$ cat src/slpp_pkg.sv
// ----------------------------------------------------------------------------
// slpp_pkg
// Shared types, constants and the cosine table builder for the pattern
// pixel generator.
// ----------------------------------------------------------------------------
`default_nettype none

package slpp_pkg;

  // line and table geometry
  localparam int unsigned LINE_LENGTH_MAX = 4096;
  localparam int unsigned COS_TABLE_BITS  = 10;
  localparam int unsigned TBL_N           = 1 << COS_TABLE_BITS;
  localparam int unsigned K_SHIFT         = 30 - COS_TABLE_BITS;

  // cosine magnitude in q1.30, 1.0 needs bit 30
  localparam int unsigned MAG_W = 31;

  localparam logic [63:0] HALF_PI_Q30 = 64'd1686629713;
  localparam logic [31:0] Q30_ONE     = 32'h4000_0000;

  // register reset values
  localparam logic [31:0] PHASE_INC_RST = 32'((64'd1 << 32) / LINE_LENGTH_MAX);
  localparam logic [4:0]  BIT_COUNT_RST = 5'($clog2(LINE_LENGTH_MAX));

  // apb address width, registers at 4*i
  localparam int unsigned ADDR_W = 5;

  typedef enum logic [2:0] {
    MODE_SINUSOID = 3'd0,
    MODE_GRAY     = 3'd1,
    MODE_GRAY_INV = 3'd2,
    MODE_ALL_ON   = 3'd3,
    MODE_ALL_OFF  = 3'd4
  } mode_e;

  typedef enum logic [2:0] {
    REG_MODE      = 3'd0,
    REG_PHASE_INC = 3'd1,
    REG_PHASE_OFS = 3'd2,
    REG_BIT_COUNT = 3'd3,
    REG_BIT_PLANE = 3'd4
  } reg_idx_e;

  typedef struct packed {
    logic [2:0]  mode;
    logic [31:0] phase_inc;
    logic [31:0] phase_ofs;
    logic [4:0]  bit_count;
    logic [3:0]  bit_plane;
  } cfg_t;

  // payload between the phase stage and the cosine stage
  typedef struct packed {
    logic [31:0] angle;
    logic        use_sin;
    logic [7:0]  level;
  } phase_t;

  typedef logic [MAG_W-1:0] cos_rom_t [TBL_N+1];

  // restoring long division, only evaluated while the table is built
  function automatic logic [63:0] udiv64(input logic [63:0] n, input logic [63:0] d);
    logic [63:0] rem;
    logic [63:0] quo;
    rem = 64'd0;
    quo = 64'd0;
    for (int b = 63; b >= 0; b--) begin
      rem = {rem[62:0], n[b]};
      if (rem >= d) begin
        rem    = rem - d;
        quo[b] = 1'b1;
      end
    end
    return quo;
  endfunction

  // cos(x) with x in q2.30 radians, horner series to x^12, truncating steps
  function automatic logic [MAG_W-1:0] cos_q30(input logic [63:0] x);
    logic [63:0] x2;
    logic [63:0] r;
    logic [63:0] t;
    logic [63:0] dv;
    x2 = (x * x) >> 30;
    r  = 64'(Q30_ONE);
    for (int i = 0; i < 6; i++) begin
      case (i)
        0:       dv = 64'd132;
        1:       dv = 64'd90;
        2:       dv = 64'd56;
        3:       dv = 64'd30;
        4:       dv = 64'd12;
        default: dv = 64'd2;
      endcase
      t = udiv64((x2 * r) >> 30, dv);
      r = (t >= 64'(Q30_ONE)) ? 64'd0 : 64'(Q30_ONE) - t;
    end
    return r[MAG_W-1:0];
  endfunction

  // quarter wave, TBL_N+1 entries
  function automatic cos_rom_t cos_rom_init();
    cos_rom_t rom;
    for (int k = 0; k <= int'(TBL_N); k++) begin
      rom[k] = cos_q30((64'(k) * HALF_PI_Q30) >> COS_TABLE_BITS);
    end
    return rom;
  endfunction

endpackage

`default_nettype wire

$ cat src/slpp_phase.sv
// ----------------------------------------------------------------------------
// slpp_phase
// Phase angle of the pixel, gray code plane bit and mode level.
// ----------------------------------------------------------------------------
`default_nettype none

module slpp_phase
  import slpp_pkg::*;
(
  input  wire logic        clk_i,
  input  wire logic        en_i,
  input  wire logic [15:0] idx_i,
  input  wire cfg_t        cfg_i,
  output phase_t           stage_o
);

  phase_t      stage_q, stage_d;
  logic [47:0] prod;
  logic [15:0] gray;
  logic [6:0]  pos;
  logic        plane_bit;

  assign prod = 48'(idx_i) * 48'(cfg_i.phase_inc);
  assign gray = idx_i ^ (idx_i >> 1);

  // signed plane position, negative or above bit 15 reads zero
  assign pos       = 7'(cfg_i.bit_count) - 7'd1 - 7'(cfg_i.bit_plane);
  assign plane_bit = (!pos[6] && pos[5:4] == 2'd0) ? gray[pos[3:0]] : 1'b0;

  always_comb begin
    stage_d.angle   = prod[31:0] - cfg_i.phase_ofs;
    stage_d.use_sin = 1'b0;
    case (mode_e'(cfg_i.mode))
      MODE_SINUSOID: begin
        stage_d.use_sin = 1'b1;
        stage_d.level   = 8'd0;
      end
      MODE_GRAY:     stage_d.level = plane_bit ? 8'hff : 8'h00;
      MODE_GRAY_INV: stage_d.level = plane_bit ? 8'h00 : 8'hff;
      MODE_ALL_ON:   stage_d.level = 8'hff;
      default:       stage_d.level = 8'h00;
    endcase
  end

  always_ff @(posedge clk_i) begin
    if (en_i) begin
      stage_q <= stage_d;
    end
  end

  assign stage_o = stage_q;

endmodule

`default_nettype wire

$ cat config.mk
export PLATFORM = sky130hd
export DESIGN_NAME = slpp_phase
export DESIGN_NICKNAME = d
export VERILOG_FILES = /design/src/slpp_pkg.sv /design/src/slpp_phase.sv
export SDC_FILE = /design/constraint.sdc
export NUM_CORES = 1
export LEC_CHECK = 0
export BUFFER_PORTS_ARGS = -buffer_cell sky130_fd_sc_hd__buf_4
export CAP_MARGIN = 20
export CELL_PAD_IN_SITES_DETAIL_PLACEMENT = 0
export CELL_PAD_IN_SITES_GLOBAL_PLACEMENT = 2
export CORE_MARGIN = 3
export CORE_UTILIZATION = 42
export DETAILED_ROUTE_END_ITERATION = 16
export HOLD_SLACK_MARGIN = 0.05
export PLACE_DENSITY_LB_ADDON = 0.1
export SETUP_SLACK_MARGIN = 0.3
export SLEW_MARGIN = 20
export SYNTH_ARGS = -nofsm -noshare
export SYNTH_HDL_FRONTEND = slang
export SYNTH_SLANG_ARGS = --single-unit
$ cat constraint.sdc
create_clock -name clk_i -period 9.37 [get_ports clk_i]
set_input_delay 0.4685 -clock clk_i [delete_from_list [all_inputs] [get_ports clk_i]]
set_output_delay 0.4685 -clock clk_i [all_outputs]
set_load 0.01 [all_outputs]
# After elaboration in Yosys (flattened, before gate mapping)
# Cells that the tools add are included.
# classes
eq_ne	3
n_lt_le_gt_ge	1
addsub	3
mul	1
bitwise_logic	1
muxes	7
n_reduce_logical	4
# op_table
operator	count
multiplier 16 x 32 -> 32 bit	1
subtractor 32 bit	1
case mux 8 bit (3 select lines)	1
two-way mux 8 bit	2
bitwise XOR 16 x 15 -> 16 bit	1
subtractor 6 x 5 -> 7 bit	1
equality test 3 x 2 -> 1 bit, second input constant	2
subtractor 5 x 1 -> 6 bit, second input constant	1
less-than comparator 4 x 5 -> 1 bit, second input constant	1
binary-select mux 1 bit (select 4 bit)	1
equality test 3 x 1 -> 1 bit, second input constant	1
logical NOT 3 bit	1
two-way mux 1 bit	3
logical NOT 2 bit	1
logical AND 1 bit	1
logical NOT 1 bit	1
# totals
word_cells	23
register_bits	41
input_bits	94
out_inout_bits	41

# Longest topological paths before layout
# logic_depth
ltp_word	7
depth_mapped	24
mapped_depth_nobuf	22

# Least setup slack after synthesis
# Ideal clock, no wire load.
# synth_path
kind	input to register
startpoint	in idx_i[3]
endpoint	reg stage_q, in the netlist stage_o[33], data pin
path_stages	21
n_path_buf	2
arrival_ps	5944
setup_ps	180
slack_ps	3246
required_ps	9190
path_cell_list	clkbuf_1 -> clkbuf_1 -> nand2_1 -> fa_1 -> fa_1 -> fa_1 -> inv_1 -> fa_1 -> fa_1 -> inv_1 -> fa_1 -> inv_1 -> ha_1 -> a21o_1 -> a21oi_2 -> o21bai_1 -> a41o_1 -> o21ai_2 -> a21o_1 -> or4b_1 -> o311ai_1
# synth_lines
element	line	text
start: declaration	slpp_phase.sv:12	input wire logic [15:0] idx_i,
end signal: assignment	slpp_phase.sv:47	stage_q <= stage_d;
end: declaration	slpp_phase.sv:17	phase_t stage_q, stage_d;

==> impl_metrics.ini <==
[global_routing]
grt_pass1_vias = 11479
grt_max_degree = 35
antenna_found_initial = 1
overflow = 0
grt_pass1_wl_um = 63900
grt_use_total_pct = 23.3

[setup_path]
cp_num_buf_inv = 4
crit_family = adder cells
slowest_stage = fa_1
cp.required_ns = 9.48
critPathLaunchType = input pin
critical_path.most_common_cell = fa_1
max_stage_delay_ns = 0.54
path_class = input pin to flip-flop
cp_max_fo = 32
path_cells = buf_4 > nand2_1 > fa_1 > fa_1 > fa_1 > inv_1 > fa_1 > fa_1 > inv_1 > fa_1 > inv_1 > ha_1 > a21o_1 > a21oi_1 > o21ai_0 > a41o_1 > o21ai_2 > a21o_1 > or4b_1 > o311ai_1
endpoint_kind = flip-flop
critPathArrivalTime_ns = 6.34
startpoint = idx_i[2]

[floorplan]
core.rowCount = 66
die_y_um = 189
dieWidth_um = 189
coreArea_um2 = 32700
die-area_um2 = 35700
ioPinCount = 135
initial_core_util_pct = 42.9

[sta]
setup_slack_ns = 3.14
slew_headroom_pct = 53.5
worst_slew_pin_slew_ns = 0.693
finalSetupViolations = 0
finalMaxSlewViolations = 0
period_needed_ns = 6.23
fmax_ghz = 0.160
hold_viol_final = 0
finalCritPeriodShare_pct = 66.5
rsz0062_at_grt = no
setup-tns-final_ns = 0

[synth]
yosys.area_share.simple_pct = 14.9
synth_cell_type_count = 56
synth_edf_count = 34
synth_async_sr_flop_share_pct = 0
synth-adder-area-share_pct = 54.7
ys.flop_type = edfxtp_1
yosysSeqAreaShare_pct = 7.27
synth_top_family_by_area = adder cells
mappedNetlistNets = 2072
syn_inst = 1565
ys_ff_latch = 34
avgSynthCellArea_um2 = 8.97
synth_area_um2 = 14000
synth-xor-area-share_pct = 4.12
yosysWarnings = 0
synth_mux_area_share_pct = 0.731
synth_compound_gate_area_share_pct = 4.66

[layout]
final_common_cell = inv_1
drive_above_1_share_pct = 9.44
syn_to_final_growth_pct = 9.85
layout_common_cells = inv_1 (426), fa_1 (335), nand2_1 (275)
nets = 2137
diodes = 0
largest_reg_flops = 34
nFillCells = 3343

[clock_tree]
numCtsBuffers = 5
cts.path.max_buffers = 2
clock-sinks = 34
cts_tree = built
h-tree-depth = 2
post_cts_resized = 0
cts-root-buf = clkbuf_16
cts_setup_buffers = 0
cts.clk_slew.worst_paths_ns = 0.06
cts-hold-fix-buffers = 0

[worst_hold_path]
worstHoldStart = cfg_i[73]
min_path_type = input pin to flip-flop
hold_depth = 2
hold_end = stage_o[8]$_DFFE_PP_

[placement]
hpwlAfterDp_um = 30900
place_ws_ns = 2.83
io_buffers = 134
gp_congestion = 0.847

[run_status]
outcome = completed

[route]
antenna_left = 0
vias = 10055
drc = 0
firstDrtPassIters = 5
wire_per_inst_um = 18.8
drt_iter0_markers = 486
drt-vias-per-instance = 4.85
finalWirelength_um = 39000

[flow_run]
cap_violations = 0
[Yosys cell counts, types with 2 or more instances]
library cell	count	area share, %
inv_1	426	11
fa_1	335	48
nand2_1	275	7.4
and2_1	129	5.7
ha_1	78	7.0
clkbuf_1	67	1.8
xnor2_1	52	3.2
edfxtp_1	34	7.3
nor2_1	20	0.53
a21oi_1	19	0.68
a21o_1	15	0.80
xor2_1	14	0.87
o21ai_0	11	0.39
mux2i_1	8	0.57
nor3_1	8	0.29
buf_4	7	0.37
a31oi_1	6	0.27
nand3_1	5	0.18
o21bai_1	5	0.27
nor2b_1	4	0.18
a211oi_1	3	0.16
nand2b_1	3	0.13
o21a_1	3	0.16
a211oi_2	2	0.18
a21boi_0	2	0.11
a21oi_2	2	0.12
buf_2	2	0.071
o21ai_2	2	0.12
[routing by layer]
| metal | global-route usage [%] | vias to the layer above | part of all wire [%] |
|---|---|---|---|
| li1 | - | 4612 | - |
| met1 | 32.4 | 5192 | 46 |
| met2 | 39.7 | 219 | 48 |
| met3 | 2.29 | 32 | 3.8 |
| met4 | 5.18 | 0 | 2.2 |
| met5 | 0 | - | 0 |
[stage by stage]
stage                     hold slack, ns  std cells  utilization, %  cell area, µm²
final                              0.454       2073            47.2           15400
after global routing               0.457       2073            47.2           15400
after CTS                          0.443       2073            47.2           15400
after detailed placement           0.764       2065            46.7           15300
after global placement             0.754       2065            46.7           15300
after floorplan                    0.581       1565               -           14000
[logic make-up after synthesis]
group,after synthesis
flops,34
compound gates,89
xor+xnor,66
simple gates,452
fa+ha+maj,413
buf+inv,502
mux,9
[how the worst max path moves through the flow]
stage / slack, ns / end / depth (start not counted)
floorplan: 3.25 / stage_o[33]$_DFFE_PP_ / 21
CTS: 3.15 / stage_o[33]$_DFFE_PP_ / 20
finish: 3.14 / stage_o[33]$_DFFE_PP_ / 20
global placement: 2.89 / stage_o[32]$_DFFE_PP_ / 21
detailed placement: 2.83 / stage_o[33]$_DFFE_PP_ / 20
global route: 2.82 / stage_o[33]$_DFFE_PP_ / 20
[cell type report]
class                           count  area, µm²  area share (%)
Clock inverter                      2       8.76          0.0568
Timing Repair Buffer              134       1010            6.52
Sequential cell                    34       1020            6.62
Tap cell                          442        553            3.59
Inverter                          426       1600            10.4
Clock buffer                        6        129           0.836
Multi-Input combinational cell   1029      11100            72.0
Power is left out: the tool's default activity adds up to more than one toggle a clock period on the data nets, which glitch-free logic cannot reach.
