$ cat src/slpp_pkg.sv
// ----------------------------------------------------------------------------
// slpp_pkg
// Shared types, constants and the cosine table builder for the pattern
// pixel generator.
// ----------------------------------------------------------------------------
`default_nettype none

package slpp_pkg;

  // line and table geometry
  localparam int unsigned LINE_LENGTH_MAX = 4096;
  localparam int unsigned COS_TABLE_BITS  = 10;
  localparam int unsigned TBL_N           = 1 << COS_TABLE_BITS;
  localparam int unsigned K_SHIFT         = 30 - COS_TABLE_BITS;

  // cosine magnitude in q1.30, 1.0 needs bit 30
  localparam int unsigned MAG_W = 31;

  localparam logic [63:0] HALF_PI_Q30 = 64'd1686629713;
  localparam logic [31:0] Q30_ONE     = 32'h4000_0000;

  // register reset values
  localparam logic [31:0] PHASE_INC_RST = 32'((64'd1 << 32) / LINE_LENGTH_MAX);
  localparam logic [4:0]  BIT_COUNT_RST = 5'($clog2(LINE_LENGTH_MAX));

  // apb address width, registers at 4*i
  localparam int unsigned ADDR_W = 5;

  typedef enum logic [2:0] {
    MODE_SINUSOID = 3'd0,
    MODE_GRAY     = 3'd1,
    MODE_GRAY_INV = 3'd2,
    MODE_ALL_ON   = 3'd3,
    MODE_ALL_OFF  = 3'd4
  } mode_e;

  typedef enum logic [2:0] {
    REG_MODE      = 3'd0,
    REG_PHASE_INC = 3'd1,
    REG_PHASE_OFS = 3'd2,
    REG_BIT_COUNT = 3'd3,
    REG_BIT_PLANE = 3'd4
  } reg_idx_e;

  typedef struct packed {
    logic [2:0]  mode;
    logic [31:0] phase_inc;
    logic [31:0] phase_ofs;
    logic [4:0]  bit_count;
    logic [3:0]  bit_plane;
  } cfg_t;

  // payload between the phase stage and the cosine stage
  typedef struct packed {
    logic [31:0] angle;
    logic        use_sin;
    logic [7:0]  level;
  } phase_t;

  typedef logic [MAG_W-1:0] cos_rom_t [TBL_N+1];

  // restoring long division, only evaluated while the table is built
  function automatic logic [63:0] udiv64(input logic [63:0] n, input logic [63:0] d);
    logic [63:0] rem;
    logic [63:0] quo;
    rem = 64'd0;
    quo = 64'd0;
    for (int b = 63; b >= 0; b--) begin
      rem = {rem[62:0], n[b]};
      if (rem >= d) begin
        rem    = rem - d;
        quo[b] = 1'b1;
      end
    end
    return quo;
  endfunction

  // cos(x) with x in q2.30 radians, horner series to x^12, truncating steps
  function automatic logic [MAG_W-1:0] cos_q30(input logic [63:0] x);
    logic [63:0] x2;
    logic [63:0] r;
    logic [63:0] t;
    logic [63:0] dv;
    x2 = (x * x) >> 30;
    r  = 64'(Q30_ONE);
    for (int i = 0; i < 6; i++) begin
      case (i)
        0:       dv = 64'd132;
        1:       dv = 64'd90;
        2:       dv = 64'd56;
        3:       dv = 64'd30;
        4:       dv = 64'd12;
        default: dv = 64'd2;
      endcase
      t = udiv64((x2 * r) >> 30, dv);
      r = (t >= 64'(Q30_ONE)) ? 64'd0 : 64'(Q30_ONE) - t;
    end
    return r[MAG_W-1:0];
  endfunction

  // quarter wave, TBL_N+1 entries
  function automatic cos_rom_t cos_rom_init();
    cos_rom_t rom;
    for (int k = 0; k <= int'(TBL_N); k++) begin
      rom[k] = cos_q30((64'(k) * HALF_PI_Q30) >> COS_TABLE_BITS);
    end
    return rom;
  endfunction

endpackage

`default_nettype wire

$ cat src/slpp_regs.sv
// ----------------------------------------------------------------------------
// slpp_regs
// APB register file holding the pattern configuration.
// ----------------------------------------------------------------------------
`default_nettype none

module slpp_regs
  import slpp_pkg::*;
(
  input  wire logic              clk_i,
  input  wire logic              rst_ni,
  input  wire logic              psel,
  input  wire logic              penable,
  input  wire logic              pwrite,
  input  wire logic [ADDR_W-1:0] paddr,
  input  wire logic [31:0]       pwdata,
  output logic      [31:0]       prdata,
  output logic                   pready,
  output cfg_t                   cfg_o
);

  cfg_t     cfg_q, cfg_d;
  reg_idx_e idx;
  logic     wr_en;

  assign idx    = reg_idx_e'(paddr[ADDR_W-1:2]);
  assign wr_en  = psel && penable && pwrite;
  assign pready = 1'b1;
  assign cfg_o  = cfg_q;

  always_comb begin
    cfg_d = cfg_q;
    if (wr_en) begin
      case (idx)
        REG_MODE:      cfg_d.mode      = pwdata[2:0];
        REG_PHASE_INC: cfg_d.phase_inc = pwdata;
        REG_PHASE_OFS: cfg_d.phase_ofs = pwdata;
        REG_BIT_COUNT: cfg_d.bit_count = pwdata[4:0];
        REG_BIT_PLANE: cfg_d.bit_plane = pwdata[3:0];
        default: ;
      endcase
    end
  end

  always_comb begin
    case (idx)
      REG_MODE:      prdata = {29'd0, cfg_q.mode};
      REG_PHASE_INC: prdata = cfg_q.phase_inc;
      REG_PHASE_OFS: prdata = cfg_q.phase_ofs;
      REG_BIT_COUNT: prdata = {27'd0, cfg_q.bit_count};
      REG_BIT_PLANE: prdata = {28'd0, cfg_q.bit_plane};
      default:       prdata = 32'd0;
    endcase
  end

  always_ff @(posedge clk_i or negedge rst_ni) begin
    if (!rst_ni) begin
      cfg_q.mode      <= MODE_SINUSOID;
      cfg_q.phase_inc <= PHASE_INC_RST;
      cfg_q.phase_ofs <= 32'd0;
      cfg_q.bit_count <= BIT_COUNT_RST;
      cfg_q.bit_plane <= 4'd0;
    end else begin
      cfg_q <= cfg_d;
    end
  end

endmodule

`default_nettype wire

$ cat config.mk
export PLATFORM = sky130hd
export DESIGN_NAME = slpp_regs
export DESIGN_NICKNAME = d
export VERILOG_FILES = /design/src/slpp_pkg.sv /design/src/slpp_regs.sv
export SDC_FILE = /design/constraint.sdc
export NUM_CORES = 1
export LEC_CHECK = 0
export ABC_AREA = 0
export BUFFER_PORTS_ARGS = -buffer_cell sky130_fd_sc_hd__buf_2
export CAP_MARGIN = 20
export CORE_UTILIZATION = 30
export DETAILED_ROUTE_END_ITERATION = 7
export PLACE_DENSITY_LB_ADDON = 0.05
export SYNTH_ARGS = -nofsm -noshare
export SYNTH_HDL_FRONTEND = slang
export SYNTH_SLANG_ARGS = --single-unit
$ cat constraint.sdc
create_clock -name clk_i -period 2.5 [get_ports clk_i]
set_input_delay 0.375 -clock clk_i [delete_from_list [all_inputs] [get_ports clk_i]]
set_output_delay 0.375 -clock clk_i [all_outputs]
set_load 0.02 [all_outputs]
Yosys cells after proc, flatten, opt, wreduce, memory -nomap -nowiden

Cells that the tools add are included.

Add/sub/neg operators: 0
Multipliers: 0
Divide/modulo/power cells: 0
$lt $le $gt $ge: 0
Equality and inequality tests: 4
Shift operators: 0
Muxes and demuxes: 1
Bitwise logic cells: 0
Reduce and logical (&&, ||, !) cells: 8

Operators by type and width:

| kind                 | number |
|---|---|
| $pmux W32 S5         | 1 |
| $reduce_and A2 Y1    | 5 |
| $eq A3 B2 Y1 const B | 2 |
| $eq A3 B1 Y1 const B | 1 |
| $eq A3 B3 Y1 const B | 1 |
| $logic_not A3 Y1     | 1 |
| $logic_and A1 B1 Y1  | 2 |

Register bits: 76
Bits in latches: 0
RAM bits: 0
Bits in read-only memories: 0
Input bits: 42
Output and inout port bits: 109
Logic and storage cells: 18
Memories: 0

Logic depth before layout (Yosys ltp)

Depth after elaboration: 3
Gate-level depth with buffers: 5
Mapped depth without buffers: 3

Worst setup path after synthesis

Ideal clock, no wire load.

Path type: input port to output port
From: in paddr[3]
To: out prdata[3]
Arrival: 1347 ps
Data required time: 2125 ps
Path slack: 778 ps
Cell stages on the path: 4
Path buffers: 2
Cell sequence: buf_6 clkbuf_1 o21a_1 o21ai_0

Longest elaborated chain between the ends: 2
Elaborated cells between the ends (all ways): 6
Those cells by class: 4 x eq/ne; 1 x mux; 1 x reduce/logical

RTL lines:

| item                                 | line            | text |
|---|---|---|
| start, declared                      | slpp_regs.sv:15 | `input wire logic [ADDR_W-1:0] paddr,` |
| $eq A3 B3 Y1 (tied with other cells) | slpp_regs.sv:46 | `case (idx)` |
| $pmux W32 S5 (*)                     | slpp_regs.sv:46 |  |
| end, declared                        | slpp_regs.sv:17 | `output logic [31:0] prdata,` |

Every way passes the cells marked *; elsewhere a longest branch is shown, timed or not.

Worst setup path in the final report

From: in paddr[2]
To: out prdata[17]

Same word-level chain as after synthesis.

==> qor.json <==
{
  "worst-slew-pin-transition": {"value": 0.5865, "unit": "ns"},
  "hold_path.class": {"value": "in -> async"},
  "postSynthNetCount": {"value": 276},
  "gp_congestion": {"value": 0.7285},
  "grt_antenna_before_repair": {"value": 0},
  "arrival_time_at_the_worst_endpoint": {"value": 1.72, "unit": "ns"},
  "seq_area_frac_synth": {"value": 0.5544},
  "timing.reg2reg.worst_path_depth": {"value": 1},
  "grt_setup_unrepaired": {"value": "no"},
  "antenna-diode-count": {"value": 0},
  "fin_tns_setup": {"value": 0, "unit": "ns"},
  "critical_path_class": {"value": "in -> out"},
  "synthesis.instances": {"value": 234},
  "fin_crit": {"value": 2.097, "unit": "ns"},
  "detail_route.drc_violations": {"value": 0},
  "design_power_total": {"value": 3932, "unit": "µW"},
  "chipWidth": {"value": 109.0, "unit": "µm"},
  "critical_path.reg2reg.endpoint": {"value": "cfg_o[70]"},
  "floorplan.initialDensity": {"value": 0.3129},
  "ir_worst_vdd": {"value": 0.0003416, "unit": "V"},
  "max-clock-path-buffers": {"value": 2},
  "largest_net_degree_at_the_start_of_global_routing": {"value": 40},
  "area.sequential": {"value": 0.001906, "unit": "mm²"},
  "final.setup_skew": {"value": 0, "unit": "ns"},
  "critPathMostFrequentCell": {"value": "buf_2"},
  "crit_path_end_kind": {"value": "output port"},
  "warning_count_from_the_yosys_run": {"value": 0},
  "timing.critical_path.cells": {"value": "buf_2 -> nand2b_2 -> nor2_4 -> buf_4 -> a22o_1 -> buf_2"},
  "insertion_delay": {"value": 0.33, "unit": "ns"},
  "critPathBufInv": {"value": 3},
  "run_status": {"value": "completed"},
  "portBuffers": {"value": 147},
  "number_of_flip_flops_in_the_largest_register": {"value": 76},
  "gr-usage-all-layers": {"value": 0.1525},
  "cap_violations": {"value": 0},
  "tritoncts": {"value": "built"},
  "timing.critical_path.slowest_stage_cell": {"value": "nor2_4"},
  "place_hpwl": {"value": 6218, "unit": "µm"},
  "finalSetupViolations": {"value": 0},
  "clock_sink_count": {"value": 76},
  "critPathTopFamily": {"value": "simple AND/OR/NAND/NOR gates"},
  "total_leakage_power": {"value": 0.002378, "unit": "µW"},
  "std_cell_rows": {"value": 38},
  "drtAntennaViolNets": {"value": 0},
  "aggregate_routed_wire_length": {"value": 8815, "unit": "µm"},
  "final_net_count": {"value": 430},
  "cts_buffers": {"value": 9},
  "dr.first_iter.drc_count": {"value": 71},
  "n_fill_cell": {"value": 1058},
  "h-tree-depth": {"value": 3},
  "flow.area_growth_from_synthesis": {"value": 34.44, "unit": "%"},
  "vias_per_cell": {"value": 4.693},
  "clk_pin_slew_worst_paths": {"value": 0.06, "unit": "ns"},
  "cts_hold_repair.buffers": {"value": 0},
  "post_cts.repair.setup_buffers": {"value": 0},
  "floorplan.die.height": {"value": 109.0, "unit": "µm"},
  "multiInputGateArea": {"value": 0.001418, "unit": "mm²"},
  "pre_cts_slack": {"value": 0.03324, "unit": "ns"},
  "endpoints_failing_hold": {"value": 0},
  "die-area": {"value": 0.01189, "unit": "mm²"},
  "final_max_slew_viol_count": {"value": 0},
  "avgSynthCellArea": {"value": 14.69, "unit": "µm²"},
  "clock.fmax": {"value": 476.9, "unit": "MHz"},
  "route.vias.total": {"value": 2492},
  "netlist_area": {"value": 0.003437, "unit": "mm²"},
  "hold_ws": {"value": 0.01466, "unit": "ns"},
  "layout-drive-gt1-share": {"value": 0.6752},
  "post_drt_wl_per_cell": {"value": 16.60, "unit": "µm"},
  "r2r-start": {"value": "cfg_o[70]"},
  "final_critical_path_setup_slack": {"value": 0.4031, "unit": "ns"},
  "max_slew_margin": {"value": 0.6076},
  "pin_count": {"value": 151},
  "ys_types": {"value": 29},
  "critical_path_peak_fanout": {"value": 19},
  "clock_tree.root_cell": {"value": "clkbuf_16"},
  "power_density": {"value": 851.1, "unit": "mW/mm²"},
  "grt_first_pass_wirelength": {"value": 13260, "unit": "µm"},
  "min_period_over_period": {"value": 0.8388},
  "critPathRequiredTime": {"value": 2.12, "unit": "ns"},
  "startpoint_type": {"value": "primary input"},
  "crit_path_max_incr_delay": {"value": 0.46, "unit": "ns"},
  "ys_ff_latch": {"value": 76},
  "cts_resized": {"value": 0},
  "vias_in_the_first_global_route": {"value": 2394},
  "reg2reg_setup_slack": {"value": 1.71, "unit": "ns"},
  "coreArea": {"value": 0.01098, "unit": "mm²"},
  "drt-pass1-iter-count": {"value": 4},
  "grt_overflow_total": {"value": 0}
}
==> layout make-up <==
cell class / instances / share of cell area
clock inverter: 2 / 0.002166
multi-input combinational: 143 / 0.3068
clock buffer: 12 / 0.05768
sequential: 76 / 0.4124
tap: 140 / 0.03791
timing repair buffer: 158 / 0.1830
==> cells by family (layout without fill, tap and decap cells) <==
family / count (synthesis) / count (layout) / share of synthesized area
muxes: 81 / 81 / 0.2654
buffers and inverters: 15 / 172 / 0.03458
other: 1 / 1 / 0.001091
DFF: 76 / 76 / 0.5544
AOI/OAI and AO/OA: 39 / 39 / 0.09028
and+or+nand+nor: 22 / 22 / 0.05424
==> where the power goes <==
group,leakage (µW),internal (µW),switching [µW]
Clock,0.000140,738,468
Combinational,0.00127,450,613
Sequential,0.000965,1480,183
==> synthesized netlist by cell type <==
library cell | count | area, µm²
or3_4 | 1 | 11.26
nor2_1 | 1 | 3.750
a22o_1 | 27 | 236.5
dfrtp_1 | 73 | 1827
o21ai_0 | 1 | 5.000
mux2_1 | 1 | 11.26
o22ai_1 | 3 | 18.77
nor3b_1 | 3 | 22.52
clkbuf_1 | 1 | 3.750
buf_4 | 8 | 60.06
conb_1 | 1 | 3.750
buf_6 | 4 | 45.04
o21a_1 | 1 | 7.510
nand2b_2 | 1 | 8.760
a21oi_1 | 4 | 20.02
nor3b_4 | 1 | 18.77
dfstp_2 | 3 | 78.83
nor2b_1 | 1 | 6.260
nor2_2 | 2 | 12.51
nand4b_4 | 1 | 23.77
nand3_1 | 1 | 5.000
nand2b_4 | 1 | 13.76
mux2_2 | 80 | 900.9
nand3b_1 | 2 | 15.01
nor2_4 | 2 | 22.52
nand2_1 | 4 | 15.01
buf_2 | 2 | 10.01
a22oi_1 | 3 | 22.52
and2b_1 | 1 | 7.510
==> worst max path at each step <==
stage          cells after the start      from    endpoint
6_report                           6  paddr[2]  prdata[17]
4_1_cts                            6  paddr[2]  prdata[17]
5_1_grt                            6  paddr[2]  prdata[12]
2_1_floorplan                      4  paddr[3]   prdata[3]
3_5_place_dp                       6  paddr[2]  prdata[17]
3_3_place_gp                       6  paddr[2]  prdata[21]
==> stage by stage <==
stage,util,cells,area [µm²]
after global routing,0.4207,531,4621
after detailed placement,0.3951,517,4339
after global placement,0.3951,517,4339
final,0.4207,531,4621
after CTS,0.4203,531,4616
after floorplan,-,234,3437
==> cells in the final DEF, fill, tap and decap left out, drive strengths merged, types with 2 or more instances in the layout <==
cell,instances
nand3b,2
o22ai,3
a21oi,4
dfstp,3
clkbuf,12
nor2,5
a22oi,3
buf,158
dfrtp,73
nor3b,4
nand2b,2
clkinv,2
nand2,4
a22o,27
mux2,81
==> per-layer routing <==
| metal | vias up | GRT usage | part of all wire |
|---|---|---|---|
| met5 | - | 0 | 0 |
| met3 | 7 | 0.03766 | 0.058 |
| li1 | 1182 | - | - |
| met1 | 1223 | 0.1989 | 0.44 |
| met2 | 80 | 0.2390 | 0.49 |
| met4 | 0 | 0.06660 | 0.013 |
(Power assumes the default switching activity.)
